<file path="src/rtl/abpg_pkg.sv">
// abpg_pkg: shared types, command codes and palette functions of the pixel generator
// no dependencies
package abpg_pkg;

  localparam int OUT_WIDTH_DEF   = 320;
  localparam int OUT_HEIGHT_DEF  = 240;
  localparam int LEFT_BORDER_DEF = 32;
  localparam int TOP_BORDER_DEF  = 24;

  localparam int SCREEN_BYTES = 6912;
  localparam int ATTR_BASE    = 6144;
  localparam int PAPER_W      = 256;
  localparam int PAPER_H      = 192;
  localparam int SCREEN_AW    = 13;

  localparam int QUEUE_DEPTH = 4;
  localparam int QUEUE_AW    = $clog2(QUEUE_DEPTH);

  localparam logic [1:0] CMD_SCREEN = 2'd0;
  localparam logic [1:0] CMD_BORDER = 2'd1;
  localparam logic [1:0] CMD_RENDER = 2'd2;

  localparam logic [2:0] BORDER_WHITE = 3'd7;
  localparam logic [7:0] LVL_NORMAL   = 8'hD7;
  localparam logic [7:0] LVL_BRIGHT   = 8'hFF;

  typedef enum logic [1:0] {
    JOB_SCREEN,
    JOB_BORDER,
    JOB_RENDER
  } abpg_kind_t;

  typedef struct packed {
    logic [1:0]           command;
    logic [SCREEN_AW-1:0] address;
    logic [7:0]           data;
    logic [7:0]           row;
    logic [5:0]           group;
    logic                 flash_phase;
  } abpg_req_t;

  typedef struct packed {
    logic [15:0] pixel;
    logic        last;
  } abpg_res_t;

  typedef struct packed {
    abpg_kind_t           kind;
    logic [SCREEN_AW-1:0] address;
    logic [7:0]           data;
    logic [7:0]           row;
    logic [7:0]           py;
    logic                 row_in;
    logic [5:0]           group;
    logic [4:0]           col;
    logic                 flash_phase;
  } abpg_job_t;

  function automatic logic [15:0] abpg_rgb565(input logic [7:0] r, input logic [7:0] g,
                                              input logic [7:0] b);
    return {r[7:3], g[7:2], b[7:3]};
  endfunction

  // luminance 30/59/11 percent, truncated
  function automatic logic [7:0] abpg_grey(input logic [3:0] idx);
    logic [7:0] y;
    unique case (idx)
      4'd0:    y = 8'd0;
      4'd1:    y = 8'd23;
      4'd2:    y = 8'd64;
      4'd3:    y = 8'd88;
      4'd4:    y = 8'd126;
      4'd5:    y = 8'd150;
      4'd6:    y = 8'd191;
      4'd7:    y = 8'd215;
      4'd8:    y = 8'd0;
      4'd9:    y = 8'd28;
      4'd10:   y = 8'd76;
      4'd11:   y = 8'd104;
      4'd12:   y = 8'd150;
      4'd13:   y = 8'd178;
      4'd14:   y = 8'd226;
      default: y = 8'd255;
    endcase
    return y;
  endfunction

  function automatic logic [15:0] abpg_palette(input logic [3:0] idx, input logic colour);
    logic [7:0] lvl;
    logic [7:0] y;
    lvl = idx[3] ? LVL_BRIGHT : LVL_NORMAL;
    y   = abpg_grey(idx);
    if (colour) begin
      return abpg_rgb565(idx[1] ? lvl : 8'd0, idx[2] ? lvl : 8'd0, idx[0] ? lvl : 8'd0);
    end
    return abpg_rgb565(y, y, y);
  endfunction

endpackage

</file>
<file path="src/rtl/abpg_front.sv">
// abpg_front: accepts items, drops those that do nothing and classifies the rest as jobs
// depends on abpg_pkg
module abpg_front import abpg_pkg::*; #(
  parameter int OUT_WIDTH   = OUT_WIDTH_DEF,
  parameter int OUT_HEIGHT  = OUT_HEIGHT_DEF,
  parameter int LEFT_BORDER = LEFT_BORDER_DEF,
  parameter int TOP_BORDER  = TOP_BORDER_DEF
) (
  input  logic      push,
  input  abpg_req_t request,
  input  logic      q_full,
  input  logic      init_busy,
  output logic      full,
  output abpg_job_t job,
  output logic      job_push
);

  localparam logic [9:0] WIDTH_L  = 10'(OUT_WIDTH);
  localparam logic [9:0] HEIGHT_L = 10'(OUT_HEIGHT);
  localparam logic [9:0] LEFT_L   = 10'(LEFT_BORDER);
  localparam logic [9:0] TOP_L    = 10'(TOP_BORDER);
  localparam logic [9:0] PAPER_HL = 10'(PAPER_H);

  logic       accept;
  logic       keep;
  logic [9:0] row_w;
  logic [9:0] x0;
  logic [9:0] rowd;
  logic [9:0] px0;

  assign full   = q_full || init_busy;
  assign accept = push && !full;

  assign row_w = {2'b00, request.row};
  assign x0    = {1'b0, request.group, 3'b000};
  assign rowd  = row_w - TOP_L;
  assign px0   = x0 - LEFT_L;

  always_comb begin
    job.address     = request.address;
    job.data        = request.data;
    job.row         = request.row;
    job.py          = rowd[7:0];
    job.row_in      = (row_w >= TOP_L) && (rowd < PAPER_HL);
    job.group       = request.group;
    job.col         = px0[7:3];
    job.flash_phase = request.flash_phase;
    job.kind        = JOB_RENDER;
    keep            = 1'b0;
    unique case (request.command)
      CMD_SCREEN: begin
        job.kind = JOB_SCREEN;
        keep     = request.address < SCREEN_AW'(SCREEN_BYTES);
      end
      CMD_BORDER: begin
        job.kind = JOB_BORDER;
        keep     = row_w < HEIGHT_L;
      end
      CMD_RENDER: begin
        job.kind = JOB_RENDER;
        keep     = (row_w < HEIGHT_L) && (x0 < WIDTH_L);
      end
      default: begin
        keep = 1'b0;
      end
    endcase
  end

  assign job_push = accept && keep;

endmodule

</file>
<file path="config.mk">
export PLATFORM = sky130hd
export DESIGN_NAME = abpg_front
export DESIGN_NICKNAME = d
export VERILOG_FILES = /design/src/rtl/abpg_pkg.sv /design/src/rtl/abpg_front.sv
export SDC_FILE = /design/constraint.sdc
export NUM_CORES = 1
export LEC_CHECK = 0
export ABC_AREA = 1
export BUFFER_PORTS_ARGS = -buffer_cell sky130_fd_sc_hd__buf_4
export CAP_MARGIN = 10
export CORE_MARGIN = 3
export CORE_UTILIZATION = 29
export DETAILED_ROUTE_END_ITERATION = 6
export PLACE_DENSITY = 0.83
export SETUP_SLACK_MARGIN = 0.5
export SKIP_LAST_GASP = 1
export SYNTH_ARGS = -nofsm -noshare
export SYNTH_HDL_FRONTEND = slang
export SYNTH_SLANG_ARGS = --single-unit
</file>
<file path="constraint.sdc">
create_clock -name vclk -period 0.8
set_input_delay 0.04 -clock vclk [all_inputs]
set_output_delay 0.04 -clock vclk [all_outputs]
set_load 0.02 [all_outputs]
</file>
==> results_tabular.tex <==
\begin{tabular}{lr}
\hline
Metric & Value \\
\hline
\multicolumn{2}{l}{\textbf{Timing}} \\
\quad Max-slew headroom & between 80\% and 90\% \\
\quad Unrepaired setup endpoints after global routing & true \\
\quad Worst Tran Pin Value & 0.1655 ns \\
\quad Timing-limited maximum frequency & about 1100 MHz \\
\quad Total Neg Setup Slack & -0.1437 ns \\
\quad Min Clock Period, post-route & 0.8805 ns \\
\quad Tcrit/Tclk final & 110.1\% \\
\quad Count of final setup violators & 4 \\
\quad Pins Over Slew Limit & 0 \\
\quad Hold violation count in the final report & 0 \\
\quad Setup slack after layout & -0.08049 ns \\
\multicolumn{2}{l}{\textbf{GRT}} \\
\quad Pin count of the biggest net entering global routing & 6 \\
\quad Combined global-route utilization of all metal layers & 12.63\% \\
\quad Vias in the first global route & 578 \\
\quad Wire length of the first global-routing pass & 2.504 mm \\
\quad Number of antenna violations at the first check in global routing & 0 \\
\quad Gr ovfl total & 0 \\
\multicolumn{2}{l}{\textbf{Logic synthesis}} \\
\quad Cell count after synthesis & 90 \\
\quad Synth Warn \# & 0 \\
\quad Leading area contributor after synthesis & sky130\_fd\_sc\_hd\_\_buf\_4 \\
\quad Share of synthesized area occupied by flip-flops and latches & 0\% \\
\quad Biggest area contributors in the synthesized netlist & sky130\_fd\_sc\_hd\_\_buf\_4 (56\%), sky130\_fd\_sc\_hd\_\_inv\_1 (10\%), sky130\_fd\_sc\_hd\_\_nand2\_1 (9.6\%) \\
\quad Netlist cell types & 14 \\
\quad Area fraction of the dominant cell type after synthesis & 56.42\% \\
\quad Post-Synthesis Cell Area & between 500 and 600 sq um \\
\quad Syn Area/Cell & 6.061 sq um \\
\quad Number of nets in the synthesized netlist & 133 \\
\multicolumn{2}{l}{\textbf{Power}} \\
\quad Power Internal & 431.2 uW \\
\quad Fraction of power consumed by sequential logic & 0\% \\
\quad Clock network fraction of total power & 0\% \\
\quad Pwr dens & $\sim$670 nW/um\^{}2 \\
\quad Leakage dissipation & 0.5774 nW \\
\quad Part of the power in combinational logic & 100.0\% \\
\quad Proportion of total power due to net switching & 43.31\% \\
\quad Overall power of the completed layout & 760.6 uW \\
\quad NetSw & 329.4 uW \\
\quad VDD IR max & 335.4 uV \\
\multicolumn{2}{l}{\textbf{Cells and area}} \\
\quad Count of antenna diodes in the layout & 0 \\
\quad Growth of design area from synthesis to finish & 109.6\% \\
\quad Seq cells & 0 \\
\quad Proportion of layout cells with a drive suffix above 1 & 81.08\% \\
\quad Register area & 0 sq um \\
\quad Share of the core filled with cells & 65.52\% \\
\quad Fillers & 150 \\
\quad Filler-free cell count of the finished design & between 100 and 150 \\
\quad Multi-input logic area & between 300 and 400 sq um \\
\quad Total number of nets in the final design & 156 \\
\quad Number of clock buffer instances in the layout & 0 \\
\multicolumn{2}{l}{\textbf{Placement}} \\
\quad Instance count after placement with tap cells included & 126 \\
\quad Detail Placement HPWL & 1.193 mm \\
\quad Placer's final routability congestion estimate & $\sim$0.7 \\
\quad Port-buffer cells & 46 \\
\multicolumn{2}{l}{\textbf{Routing}} \\
\quad Post-detailed-route DRC marker count & 0 \\
\quad Residual antenna-violating net count after detailed routing & 0 \\
\quad Routed wire length & 1.619 mm \\
\quad First DRT Iteration DRCs & 1 \\
\quad First-pass DRT Iterations & 2 \\
\quad Avg Vias per Cell & 4.022 \\
\quad Detail-routed net length per standard cell & about 12 um \\
\quad Total number of vias & 547 \\
\multicolumn{2}{l}{\textbf{Floorplan}} \\
\quad Starting Density & a little under a third \\
\quad Horiz. Die Dim & 49.37 um \\
\quad Overall die height & 49.37 um \\
\quad Full die area & 2437 sq um \\
\quad Core region area & 1745 sq um \\
\quad Number of top-level design ports & 95 \\
\quad Row Count & 15 \\
\multicolumn{2}{l}{\textbf{Run status}} \\
\quad Status & complete, but fails checks \\
\quad Violations in the final reports & negative setup slack \\
\multicolumn{2}{l}{\textbf{Setup path}} \\
\quad Start-to-end type of the worst setup path & input pin to primary output \\
\quad Critical Path Fanout Max & 3 \\
\quad Kind of start point of the critical path & input pin \\
\quad Endpoint kind of the worst setup timing path & primary output \\
\quad Required time at the worst-slack endpoint & 0.76 ns \\
\quad CP arrival & between 0.8 and 0.9 ns \\
\multicolumn{2}{l}{\textbf{Run}} \\
\quad \# Max-Cap Violations & 0 \\
\multicolumn{2}{l}{\textbf{Min path}} \\
\quad Classification of the worst-slack hold path & input pin to primary output \\
\multicolumn{2}{l}{\textbf{CTS}} \\
\quad Number of hold-repair buffers added at the cts stage & 0 \\
\hline
\end{tabular}
[synthesized netlist by cell type]
cell type	instances
sky130_fd_sc_hd__nand3_1	4
sky130_fd_sc_hd__xnor2_1	1
sky130_fd_sc_hd__nand2_2	1
sky130_fd_sc_hd__nor2_1	5
sky130_fd_sc_hd__a21oi_1	1
sky130_fd_sc_hd__buf_4	41
sky130_fd_sc_hd__ha_1	2
sky130_fd_sc_hd__nand2_1	14
sky130_fd_sc_hd__xor2_1	1
sky130_fd_sc_hd__or2_2	1
sky130_fd_sc_hd__inv_1	15
sky130_fd_sc_hd__clkbuf_1	1
sky130_fd_sc_hd__o21ai_0	2
sky130_fd_sc_hd__xor2_2	1
[per-layer routing]
metal  GRT usage [%]  up-vias  share of wire, %
li1                -      266                 -
met1           10.02      247                23
met2           27.90       22                63
met3           2.446       12                10
met4           5.530        0               3.3
met5               0        -                 0
[through the flow]
step	setup slack, ns	hold WS [ns]	area [sq um]
after floorplan	0.08261	0.1144	663.1
after global placement	-0.1578	0.08015	818.3
after detailed placement	-0.1882	0.08015	818.3
after CTS	-0.1212	0.08015	1054
after global routing	-0.1207	0.08003	1144
final	-0.08049	0.08001	1144
[worst max-delay path, stage by stage]
cell and delay (ns):
sky130_fd_sc_hd__buf_8 0.11, sky130_fd_sc_hd__ha_4 0.16, sky130_fd_sc_hd__nor2_4 0.10, sky130_fd_sc_hd__nand2_2 0.06, sky130_fd_sc_hd__nand2_2 0.08, sky130_fd_sc_hd__nand2_4 0.06, sky130_fd_sc_hd__a21oi_4 0.11, sky130_fd_sc_hd__buf_6 0.13
[placed cells by master, fill, tap and decap left out]
master	netlist	routed
sky130_fd_sc_hd__a21oi_4	0	1
sky130_fd_sc_hd__buf_12	0	3
sky130_fd_sc_hd__buf_4	41	12
sky130_fd_sc_hd__buf_6	0	39
sky130_fd_sc_hd__buf_8	0	9
sky130_fd_sc_hd__clkinvlp_4	0	2
sky130_fd_sc_hd__ha_4	0	2
sky130_fd_sc_hd__inv_1	15	7
sky130_fd_sc_hd__inv_2	0	6
sky130_fd_sc_hd__nand2_1	14	9
sky130_fd_sc_hd__nand2_2	1	3
sky130_fd_sc_hd__nand2_4	0	2
sky130_fd_sc_hd__nand2_8	0	1
sky130_fd_sc_hd__nand3_1	4	1
sky130_fd_sc_hd__nand3_2	0	3
sky130_fd_sc_hd__nor2_1	5	3
sky130_fd_sc_hd__nor2_4	0	2
sky130_fd_sc_hd__o21ai_1	0	1
sky130_fd_sc_hd__o21ai_2	0	1
sky130_fd_sc_hd__or2_4	0	1
sky130_fd_sc_hd__xnor2_2	0	1
sky130_fd_sc_hd__xor2_4	0	2
[final cells by class]
class,count,share of cell area [%]
inverters,15,5.580
multi-input cells,33,28.34
well taps,25,2.735
repair buffers,63,63.35
[power by group through the flow]
stage / registers, mW / logic [mW] / clock network [mW]
2_1_floorplan: 0 / 0.522 / 0
4_1_cts: 0 / 0.716 / 0
3_5_place_dp: 0 / 0.574 / 0
6_report: 0 / 0.761 / 0
3_3_place_gp: 0 / 0.563 / 0
5_1_grt: 0 / 0.805 / 0
[cells by family (layout without fill, tap and decap cells)]
kind of cell               count (synthesis)  in the layout  synth area share (%)
adders and majority gates                  2              2                 4.586
AOI/OAI and AO/OA                          3              3                 2.751
xor gates and xnor gates                   3              3                 6.194
and+or+nand+nor                           25             25                 19.04
buffers and inverters                     57             78                 67.43
[what timing repair did]
action,CTS,global route
setup endpoints to repair,27,22
pin swaps,11,8
buffers inserted,3,7
gates resized for setup,59,11
[worst paths after layout]
kind | startpoint | endpoint | depth (start not counted) | slack [ns]
hold / removal | request[0] | job[0] | 0 | 0.08
setup / recovery | request[10] | job[12] | 8 | -0.08
Power figures use the tool's default switching activity.
