===== config.mk =====
export PLATFORM = sky130hd
export DESIGN_NAME = abpg_queue
export DESIGN_NICKNAME = d
export VERILOG_FILES = /design/src/rtl/abpg_pkg.sv /design/src/rtl/abpg_queue.sv
export SDC_FILE = /design/constraint.sdc
export NUM_CORES = 1
export LEC_CHECK = 0
export ABC_CLOCK_PERIOD_IN_PS = 6670
export BUFFER_PORTS_ARGS = -buffer_cell sky130_fd_sc_hd__clkbuf_2
export CORE_ASPECT_RATIO = 0.5
export CORE_MARGIN = 10
export CORE_UTILIZATION = 45
export CTS_CLUSTER_SIZE = 24
export DETAILED_ROUTE_END_ITERATION = 12
export PLACE_DENSITY = 0.77
export SYNTH_ARGS = -nofsm -noshare
export SYNTH_HDL_FRONTEND = slang
export SYNTH_SLANG_ARGS = --single-unit

===== constraint.sdc =====
create_clock -name clk -period 6.67 [get_ports clk]
set_input_delay 0.3335 -clock clk [delete_from_list [all_inputs] [get_ports clk]]
set_output_delay 0.3335 -clock clk [all_outputs]
set_load 0.005 [all_outputs]

===== src/rtl/abpg_pkg.sv =====
// abpg_pkg: shared types, command codes and palette functions of the pixel generator
// no dependencies
package abpg_pkg;

  localparam int OUT_WIDTH_DEF   = 320;
  localparam int OUT_HEIGHT_DEF  = 240;
  localparam int LEFT_BORDER_DEF = 32;
  localparam int TOP_BORDER_DEF  = 24;

  localparam int SCREEN_BYTES = 6912;
  localparam int ATTR_BASE    = 6144;
  localparam int PAPER_W      = 256;
  localparam int PAPER_H      = 192;
  localparam int SCREEN_AW    = 13;

  localparam int QUEUE_DEPTH = 4;
  localparam int QUEUE_AW    = $clog2(QUEUE_DEPTH);

  localparam logic [1:0] CMD_SCREEN = 2'd0;
  localparam logic [1:0] CMD_BORDER = 2'd1;
  localparam logic [1:0] CMD_RENDER = 2'd2;

  localparam logic [2:0] BORDER_WHITE = 3'd7;
  localparam logic [7:0] LVL_NORMAL   = 8'hD7;
  localparam logic [7:0] LVL_BRIGHT   = 8'hFF;

  typedef enum logic [1:0] {
    JOB_SCREEN,
    JOB_BORDER,
    JOB_RENDER
  } abpg_kind_t;

  typedef struct packed {
    logic [1:0]           command;
    logic [SCREEN_AW-1:0] address;
    logic [7:0]           data;
    logic [7:0]           row;
    logic [5:0]           group;
    logic                 flash_phase;
  } abpg_req_t;

  typedef struct packed {
    logic [15:0] pixel;
    logic        last;
  } abpg_res_t;

  typedef struct packed {
    abpg_kind_t           kind;
    logic [SCREEN_AW-1:0] address;
    logic [7:0]           data;
    logic [7:0]           row;
    logic [7:0]           py;
    logic                 row_in;
    logic [5:0]           group;
    logic [4:0]           col;
    logic                 flash_phase;
  } abpg_job_t;

  function automatic logic [15:0] abpg_rgb565(input logic [7:0] r, input logic [7:0] g,
                                              input logic [7:0] b);
    return {r[7:3], g[7:2], b[7:3]};
  endfunction

  // luminance 30/59/11 percent, truncated
  function automatic logic [7:0] abpg_grey(input logic [3:0] idx);
    logic [7:0] y;
    unique case (idx)
      4'd0:    y = 8'd0;
      4'd1:    y = 8'd23;
      4'd2:    y = 8'd64;
      4'd3:    y = 8'd88;
      4'd4:    y = 8'd126;
      4'd5:    y = 8'd150;
      4'd6:    y = 8'd191;
      4'd7:    y = 8'd215;
      4'd8:    y = 8'd0;
      4'd9:    y = 8'd28;
      4'd10:   y = 8'd76;
      4'd11:   y = 8'd104;
      4'd12:   y = 8'd150;
      4'd13:   y = 8'd178;
      4'd14:   y = 8'd226;
      default: y = 8'd255;
    endcase
    return y;
  endfunction

  function automatic logic [15:0] abpg_palette(input logic [3:0] idx, input logic colour);
    logic [7:0] lvl;
    logic [7:0] y;
    lvl = idx[3] ? LVL_BRIGHT : LVL_NORMAL;
    y   = abpg_grey(idx);
    if (colour) begin
      return abpg_rgb565(idx[1] ? lvl : 8'd0, idx[2] ? lvl : 8'd0, idx[0] ? lvl : 8'd0);
    end
    return abpg_rgb565(y, y, y);
  endfunction

endpackage


===== src/rtl/abpg_queue.sv =====
// abpg_queue: short job queue between the front and the back
// depends on abpg_pkg
module abpg_queue import abpg_pkg::*; (
  input  logic      clk,
  input  logic      rst,
  input  logic      push,
  input  abpg_job_t din,
  output logic      full,
  input  logic      pop,
  output abpg_job_t dout,
  output logic      empty
);

  abpg_job_t           slots [QUEUE_DEPTH];
  logic [QUEUE_AW-1:0] wr_ptr;
  logic [QUEUE_AW-1:0] rd_ptr;
  logic [QUEUE_AW:0]   count;
  logic                do_push;
  logic                do_pop;

  assign full    = count == (QUEUE_AW + 1)'(QUEUE_DEPTH);
  assign empty   = count == '0;
  assign do_push = push && !full;
  assign do_pop  = pop && !empty;
  assign dout    = slots[rd_ptr];

  always_ff @(posedge clk) begin
    if (rst) begin
      wr_ptr <= '0;
      rd_ptr <= '0;
      count  <= '0;
    end else begin
      if (do_push) begin
        wr_ptr <= wr_ptr + 1'b1;
      end
      if (do_pop) begin
        rd_ptr <= rd_ptr + 1'b1;
      end
      if (do_push && !do_pop) begin
        count <= count + 1'b1;
      end else if (do_pop && !do_push) begin
        count <= count - 1'b1;
      end
    end
  end

  always_ff @(posedge clk) begin
    if (do_push) begin
      slots[wr_ptr] <= din;
    end
  end

endmodule


==> reports/results.tsv, run 1 <==
stage	metric	value	unit
placed_design	Post-Place Cells	655	
synthesis	YS warnings	0	
placed_design	post-place setup slack	4400	ps
worst_hold_path	Min-Delay Path Class	input port to register	
die	initial core utilization	0.460	
timing	Fin. Hold Viols	0	
die	Core Area	0.0174	mm2
die	site row count	34	
grt	antenna violations before repair	2	
status	run status	complete, no violations	
final_layout	layout cell share with drive strength beyond 1	0.445	
clocking	clock buffer count from CTS	20	
synthesis	Post-synth EDFFs	208	
power_and_ir_drop	Worst IR Drop VDD	230	uV
timing	Worst-Margin Slew	1040	ps
power_and_ir_drop	PwrDens	378	mW/mm2
flow_run	total of max-cap violations	0	
timing	RSZ-0062 raised after global routing	no	
grt	Overflow after GRT	0	
clocking	clk_lat worst skew	490	ps
worst_setup_path	Data required, critical path	6340	ps
synthesis	most frequent cells after synthesis	edfxtp_1, mux4_2, dfxtp_1	
power_and_ir_drop	Pwr Total	3.56	mW
worst_setup_path	Worst setup EP type	primary output	
die	DIE HEIGHT	114	um
synthesis	Synth area leader	edfxtp_1	
placed_design	input/output buffers	109	
drt	wirelength, routed	14900	um
synthesis	Avg Inst Size Synth	25.1	um2
clocking	hold buffers post-CTS	0	
timing	Hold Worst Slack	60.6	ps
final_layout	final std cell area, no fill	0.00944	mm2
synthesis	async set-or-reset flop fraction in the synthesized netlist	0	
clocking	CTS tree	yes	
timing	final count of negative-setup-slack endpoints	0	
final_layout	Post-Layout Cell Count	691	
worst_setup_path	Max Fanout on Critical Path	52	
timing	Final period util	0.404	
timing	Max Slew Vio Count	0	
drt	DRC viols	0	
drt	via/cell ratio	5.18	
drt	Vias	3580	
worst_setup_path	CP peak stage delay	1040	ps
timing	achievable frequency	371	MHz
timing	Worst slew margin	0.304	
synthesis	Top FF cell, synth	edfxtp_1	
synthesis	top post-synthesis cells by area	edfxtp_1, mux4_2, dfxtp_1	
drt	Antenna Violating Nets Remaining	0	
die	# IOs	110	
grt	vias in the first global route	3786	
final_layout	Final Core Density	0.541	
synthesis	post-synth top area share	0.778	
synthesis	synthesized instance count	320	
final_layout	FILL cells	1297	
timing	Tmin final	2690	ps
clocking	# clock sinks	217	
synthesis	Synth cell types	23	
synthesis	synthesized area	0.00803	mm2
worst_setup_path	WP data arrival	2360	ps
clocking	Post-CTS Setup Bufs	0	
worst_setup_path	critical path class	register to primary output	
drt	WL per Instance	21.6	um
clocking	Reg clk slew, reported paths	60	ps
die	total die area	0.0239	mm2
clocking	htree depth	1	
clocking	Max Buffers Root-to-Sink	3	
worst_setup_path	critical path's slowest cell	dfxtp_4	
timing	Setup TNS	0	ps
synthesis	sequential area share after synthesis	0.800	
worst_setup_path	CP cell instances	mux4_2 > clkbuf_2	
clocking	root buf cell	clkbuf_16	
power_and_ir_drop	Leak	3.20	nW
grt	first-pass GRT wire length	22900	um
final_layout	Syn-to-layout area delta	17.6	%
die	die extent in x	209	um
placed_design	dpl hpwl	9020	um
grt	pin count of the biggest net entering global routing	53	
drt	DRT iter0 DRCs	243	
worst_setup_path	startpoint types	register	
placed_design	GP Congestion	0.682	
synthesis	most frequent cell after synthesis	edfxtp_1	
synthesis	#FFs+latches synth	217	
timing	Final WS setup	3980	ps
synthesis	syn nets	382	
clocking	# resized after CTS	0	
placed_design	placed cell area	0.00877	mm2
drt	first-pass detailed-route iteration total	4	
final_layout	Nets	505	
grt	GR Util All Layers	0.123	
timing	Worst Clk Skew	11.4	ps
-- layout by cell type (no fill, tap or decap) --
cell,count
edfxtp_1,208
clkbuf_2,109
mux4_2,52
clkbuf_16,22
dfxtp_1,7
nor2_1,5
ha_1,5
buf_4,5
inv_1,4
and2_2,4
xor2_1,4
clkinv_1,4
clkbuf_8,4
clkbuf_1,3
o21ai_0,2
or3_1,2
a21oi_1,2
mux2i_1,2
nand2b_1,2
diode_2,1
nor3b_2,1
nor2_2,1
nor3_1,1
o31ai_2,1
o311ai_1,1
fa_1,1
dfxtp_4,1
dfxtp_2,1
clkinv_2,1
bufinv_16,1
-- cell type report --
type / count / area (um2) / share of cell area
flip-flops and latches: 217 / 6430 / 0.681
multi-input cells: 86 / 1450 / 0.153
clock buffers: 29 / 617 / 0.0654
repair buffers: 114 / 583 / 0.0618
well taps: 234 / 293 / 0.0310
clock inverters: 6 / 50.0 / 0.00530
inverters: 4 / 15.0 / 0.00159
diodes: 1 / 2.50 / 0.000265
-- sequential cells by signal, indices dropped and copies added, names as in the netlist, named ones only --
signal	flops
rd_ptr	2
wr_ptr	2
slots	208
count	3
-- kinds of logic after synthesis --
kind of cell,share of synthesized area
flip-flops,0.800
adder cells (fa/ha/maj),0.0103
multiplexers,0.148
AND/OR/NAND/NOR,0.0115
buffers and inverters,0.0198
AO/OA/AOI/OAI,0.00514
XOR/XNOR,0.00436
-- worst paths after layout --
kind / to / slack, ps / from / cells after the start
max: dout[16] / 3980 / register / 2
min: slots[0][1] / 60 / din[1] / 1
max reg2reg: count[2] / 4500 / count[0] / 8
min reg2reg: wr_ptr[1] / 530 / wr_ptr[1] / 2
-- routing by layer --
layer / wire length, um / up-vias / GRT usage
met3: 745 / 30 / 0.0332
met4: 337 / 2 / 0.0395
met5: 8 / - / 0
li1: - / 1604 / -
met1: 6090 / 1860 / 0.147
met2: 7770 / 84 / 0.215
-- report_power, final --
part | total, mW | internal (mW) | switching, mW
registers | 1.77 | 1.64 | 0.125
logic | 0.666 | 0.374 | 0.292
clock network | 1.13 | 0.678 | 0.453
-- critical path, delay by kind of cell, from the launching register on --
| kind | cells | cell delay (ps) |
|---|---|---|
| buf+inv | 1 | 140 |
| mux | 1 | 650 |
| flops | 1 | 1040 |
Note: power is estimated with default switching activity, not from simulation.
==> inputs of run 2 (changes only) <==
ABC_AREA = 1   (was unset)
ABC_CLOCK_PERIOD_IN_PS = 2500   (was 6670)
PLACE_DENSITY = 0.76   (was 0.77)
clock period = 2.5 ns   (was 6.67 ns; I/O delays follow)
==> reports/results.tsv, run 2 <==
stage	metric	value	unit
placed_design	post-place setup slack	344	ps
synthesis	sequential area share after synthesis	0.735	
timing	Worst Clk Skew	8.00	ps
grt	first-pass GRT wire length	29700	um
grt	GR Util All Layers	0.143	
timing	final count of negative-setup-slack endpoints	0	
synthesis	most frequent cells after synthesis	edfxtp_1, o21ai_0, nor2_1	
drt	Antenna Violating Nets Remaining	0	
clocking	Max Buffers Root-to-Sink	3	
final_layout	number of flip-flops in the largest register	208	
synthesis	synthesized instance count	572	
drt	first-pass detailed-route iteration total	4	
timing	Worst slew margin	0.684	
placed_design	GP Congestion	0.692	
timing	RSZ-0062 raised after global routing	no	
timing	achievable frequency	458	MHz
synthesis	Post-synth EDFFs	208	
timing	Worst-Margin Slew	474	ps
worst_setup_path	Data required, critical path	2880	ps
placed_design	input/output buffers	109	
drt	via/cell ratio	5.10	
drt	wirelength, routed	19100	um
power_and_ir_drop	Pwr Total	10.5	mW
timing	Setup TNS	0	ps
synthesis	YS warnings	0	
final_layout	Multi-input gate area	0.00204	mm2
grt	vias in the first global route	5357	
flow_run	total of max-cap violations	0	
worst_setup_path	Max Fanout on Critical Path	5	
synthesis	async set-or-reset flop fraction in the synthesized netlist	0	
die	# IOs	110	
drt	WL per Instance	18.8	um
die	die extent in x	217	um
clocking	# clock sinks	217	
final_layout	Seq. cell area	0.00643	mm2
clocking	Reg clk slew, reported paths	70	ps
drt	DRC viols	0	
final_layout	FILL cells	1475	
clocking	htree depth	1	
status	run status	complete, no violations	
timing	Final WS setup	319	ps
clocking	root buf cell	clkbuf_16	
die	Core Area	0.0187	mm2
synthesis	Avg Inst Size Synth	15.3	um2
die	site row count	35	
synthesis	#FFs+latches synth	217	
final_layout	Syn-to-layout area delta	24.2	%
timing	Tmin final	2180	ps
worst_setup_path	WP data arrival	2560	ps
worst_setup_path	critical path class	register to register	
final_layout	most frequent cells in the layout	edfxtp_1, clkbuf_2, o21ai_0	
timing	Max Slew Vio Count	0	
die	total die area	0.0257	mm2
grt	Overflow after GRT	0	
die	DIE HEIGHT	119	um
timing	Final period util	0.872	
grt	antenna violations before repair	1	
synthesis	synthesized area	0.00874	mm2
worst_hold_path	Min-Delay Path Class	input port to register	
power_and_ir_drop	PwrDens	965	mW/mm2
final_layout	Largest Register	slots	
placed_design	dpl hpwl	11700	um
clocking	clk_lat worst skew	490	ps
power_and_ir_drop	Worst IR Drop VDD	410	uV
final_layout	layout cell share with drive strength beyond 1	0.321	
synthesis	Synth area leader	edfxtp_1	
drt	Vias	5201	
clocking	clock buffer count from CTS	20	
power_and_ir_drop	Leak	3.82	nW
timing	Hold Worst Slack	401	ps
drt	DRT iter0 DRCs	474	
timing	Fin. Hold Viols	0	
grt	pin count of the biggest net entering global routing	105	
synthesis	top post-synthesis cells by area	edfxtp_1, o22ai_2, o21ai_0	
final_layout	Nets	807	
synthesis	Synth cell types	23	
worst_setup_path	startpoint types	register	
final_layout	leading cell type in the layout, fill and taps excluded	edfxtp_1	
synthesis	Top FF cell, synth	edfxtp_1	
clocking	Post-CTS Setup Bufs	0	
die	initial core utilization	0.467	
worst_setup_path	Worst setup EP type	register	
synthesis	post-synth top area share	0.714	
synthesis	most frequent cell after synthesis	edfxtp_1	
final_layout	top flop regs	slots (208), count (3)	
clocking	CTS tree	yes	
synthesis	syn nets	634	
==> run 2: cell types whose count changed after synthesis, moves of 14 or more <==
cell     before  now
o21ai_0       2   91
nor2_1        5   78
mux4_2       52    0
nor2_4        0   38
o22ai_2       0   38
nand2_1       0   15
o21ai_1       0   14
o22ai_1       0   14
==> run 2: cells by family (layout without fill, tap and decap cells) <==
| logic type | count (synthesis) | after routing | synth area share |
|---|---|---|---|
| DFF | 217 | 217 | 0.735 |
| buffers and inverters | 50 | 237 | 0.0351 |
| AOI/OAI and AO/OA | 160 | 160 | 0.126 |
| adders and majority gates | 6 | 6 | 0.00944 |
| other | 0 | 1 | 0 |
| xor gates and xnor gates | 1 | 1 | 0.00100 |
| and+or+nand+nor | 138 | 138 | 0.0934 |
==> run 2: power breakdown <==
group / total [mW] / leakage, nW / switching [mW] / internal [mW]
Clock: 3.21 / 0.342 / 1.26 / 1.95
Sequential: 4.56 / 1.98 / 0.137 / 4.42
Combinational: 2.71 / 1.50 / 1.69 / 1.02
Total: 10.5 / 3.82 / 3.09 / 7.39
==> run 2: critical path: stages (launching register included) <==
cell,delay [ps]
dfxtp_1,410
nor2_1,80
nand2_1,120
nand2_1,270
inv_1,200
ha_1,180
inv_1,60
fa_1,380
inv_1,60
nand2_1,40
nand3_1,90
nand2_1,70
nand2_1,70
nor2_1,40
==> run 2: per-layer routing <==
metal | vias up | global-route usage | part of all wire
li1 | 2477 | - | -
met5 | - | 0 | 0
met1 | 2573 | 0.170 | 0.41
met4 | 0 | 0.0326 | 0.012
met2 | 130 | 0.259 | 0.53
met3 | 21 | 0.0295 | 0.050
==> run 2: layout make-up <==
class / count / share of cell area
Antenna cell: 1 / 0.000230
Clock buffer: 23 / 0.0491
Clock inverter: 13 / 0.0154
Inverter: 18 / 0.00668
Multi-Input combinational cell: 305 / 0.188
Sequential cell: 217 / 0.592
Tap cell: 259 / 0.0298
Timing Repair Buffer: 183 / 0.119
==> run 2: worst paths after layout <==
kind              slack (ps)  startpoint            to  cells past startpoint
hold reg to reg          510   rd_ptr[0]     rd_ptr[0]                      2
setup reg to reg         320    count[0]      count[2]                     13
setup / recovery         320    count[0]      count[2]                     13
hold / removal           400     din[11]  slots[2][11]                      2
==> run 2: per-stage QoR <==
step	area, um2	std cells	utilization
after detailed placement	9600	926	0.512
after floorplan	8740	572	-
after CTS	10900	1018	0.580
after global routing	10900	1019	0.580
final	10900	1019	0.580
after global placement	9600	926	0.512
==> run 2: timing repair <==
item,4_1_cts,5_1_grt
resized for setup,0,0
hold buffers,56,0
endpoints found under the hold margin,216,0
==> inputs of run 3 (changes only) <==
BUFFER_PORTS_ARGS = unset   (was -buffer_cell sky130_fd_sc_hd__clkbuf_2)
DONT_BUFFER_PORTS = 1   (was unset)
PLACE_DENSITY = 0.72   (was 0.76)
==> reports/results.tsv, run 3 (synthesis gave the netlist of run 2 again) <==
stage	metric	value	unit
grt	Overflow after GRT	0	
timing	Worst Clk Skew	8.73	ps
power_and_ir_drop	Worst IR Drop VDD	510	uV
timing	Max Slew Vio Count	0	
die	DIE HEIGHT	119	um
placed_design	GP Congestion	0.737	
die	die extent in x	217	um
worst_setup_path	WP data arrival	2610	ps
drt	WL per Instance	20.0	um
final_layout	number of flip-flops in the largest register	208	
final_layout	Nets	690	
grt	antenna violations before repair	2	
clocking	Reg clk slew, reported paths	60	ps
power_and_ir_drop	Pwr Total	9.68	mW
timing	Worst-Margin Slew	788	ps
drt	wirelength, routed	18000	um
worst_setup_path	Worst setup EP type	register	
final_layout	Final Core Density	0.544	
timing	final count of negative-setup-slack endpoints	0	
drt	via/cell ratio	5.26	
worst_setup_path	Max Fanout on Critical Path	5	
timing	Tmin final	2240	ps
final_layout	top flop regs	slots (208), count (3)	
timing	Worst slew margin	0.474	
drt	DRT iter0 DRCs	383	
drt	Antenna Violating Nets Remaining	0	
grt	vias in the first global route	4832	
timing	Fin. Hold Viols	0	
clocking	# resized after CTS	0	
die	total die area	0.0257	mm2
placed_design	dpl hpwl	10400	um
placed_design	input/output buffers	0	
grt	GR Util All Layers	0.136	
worst_setup_path	Data required, critical path	2870	ps
final_layout	final std cell area, no fill	0.0102	mm2
timing	RSZ-0062 raised after global routing	no	
timing	achievable frequency	447	MHz
status	run status	complete, no violations	
clocking	CTS tree	yes	
placed_design	post-place setup slack	273	ps
final_layout	Largest Register	slots	
die	# IOs	110	
grt	pin count of the biggest net entering global routing	105	
worst_hold_path	Min-Delay Path Class	input port to register	
clocking	Max Buffers Root-to-Sink	3	
placed_design	placed cell area	0.00903	mm2
drt	Vias	4738	
final_layout	leading cell type in the layout, fill and taps excluded	edfxtp_1	
power_and_ir_drop	PwrDens	949	mW/mm2
die	site row count	35	
worst_setup_path	critical path class	register to register	
power_and_ir_drop	Leak	3.30	nW
die	Core Area	0.0187	mm2
clocking	clock buffer count from CTS	20	
timing	Final WS setup	261	ps
final_layout	most frequent cells in the layout	edfxtp_1, o21ai_0, nor2_1	
drt	first-pass detailed-route iteration total	4	
final_layout	Syn-to-layout area delta	16.7	%
drt	DRC viols	0	
clocking	htree depth	1	
clocking	# clock sinks	217	
worst_setup_path	startpoint types	register	
final_layout	layout cell share with drive strength beyond 1	0.192	
die	initial core utilization	0.467	
flow_run	total of max-cap violations	0	
clocking	root buf cell	clkbuf_16	
timing	Hold Worst Slack	217	ps
timing	Final period util	0.896	
clocking	clk_lat worst skew	490	ps
grt	first-pass GRT wire length	27800	um
==> run 3: area by class of cell <==
type	count	area, um2
fillers	1475	8540
flip-flops and latches	217	6430
multi-input cells	305	2040
repair buffers	66	723
clock buffers	25	541
well taps	259	324
inverters	18	72.6
clock inverters	8	65.1
diodes	2	5.00
==> run 3: metrics by stage <==
stage,setup TNS (ps),cells
2_1_floorplan,-166810,572
3_3_place_gp,0,809
3_5_place_dp,0,809
4_1_cts,0,898
5_1_grt,0,899
6_report,0,900
==> run 3: critical path, cell delays in order (launching register included) <==
cell and delay [ps]:
dfxtp_1 340, nor2_1 140, nand2_1 120, nand2_1 320
inv_1 150, ha_1 240, inv_1 90, fa_1 410
o21ai_0 240, nor2_1 70
==> run 3: per-layer routing <==
metal  part of all wire  wire length, um  GRT usage  vias to the layer above
li1                   -                -          -                     2233
met1               0.41             7290      0.158                     2371
met2               0.52             9270      0.239                      103
met3              0.051              907     0.0364                       31
met4              0.027              493     0.0426                        0
met5                  0                0          0                        -
==> run 3: repair_timing <==
action,4_1_cts,5_1_grt
hold buffers,56,0
endpoints found under the hold margin,217,0
buffers inserted,0,0
==> run 3: where the power goes <==
part	internal (mW)	switching, mW
clock network	1.63	1.22
logic	0.733	1.56
registers	4.42	0.119
==> run 3: worst paths after layout <==
path / startpoint / cells past startpoint / endpoint / slack [ps]
worst max-delay path: count[1] / 9 / count[1] / 260
worst min register to register: rd_ptr[1] / 2 / register / 510
worst max register to register: count[1] / 9 / count[1] / 260
worst min-delay path: push / 4 / wr_ptr[0] / 220
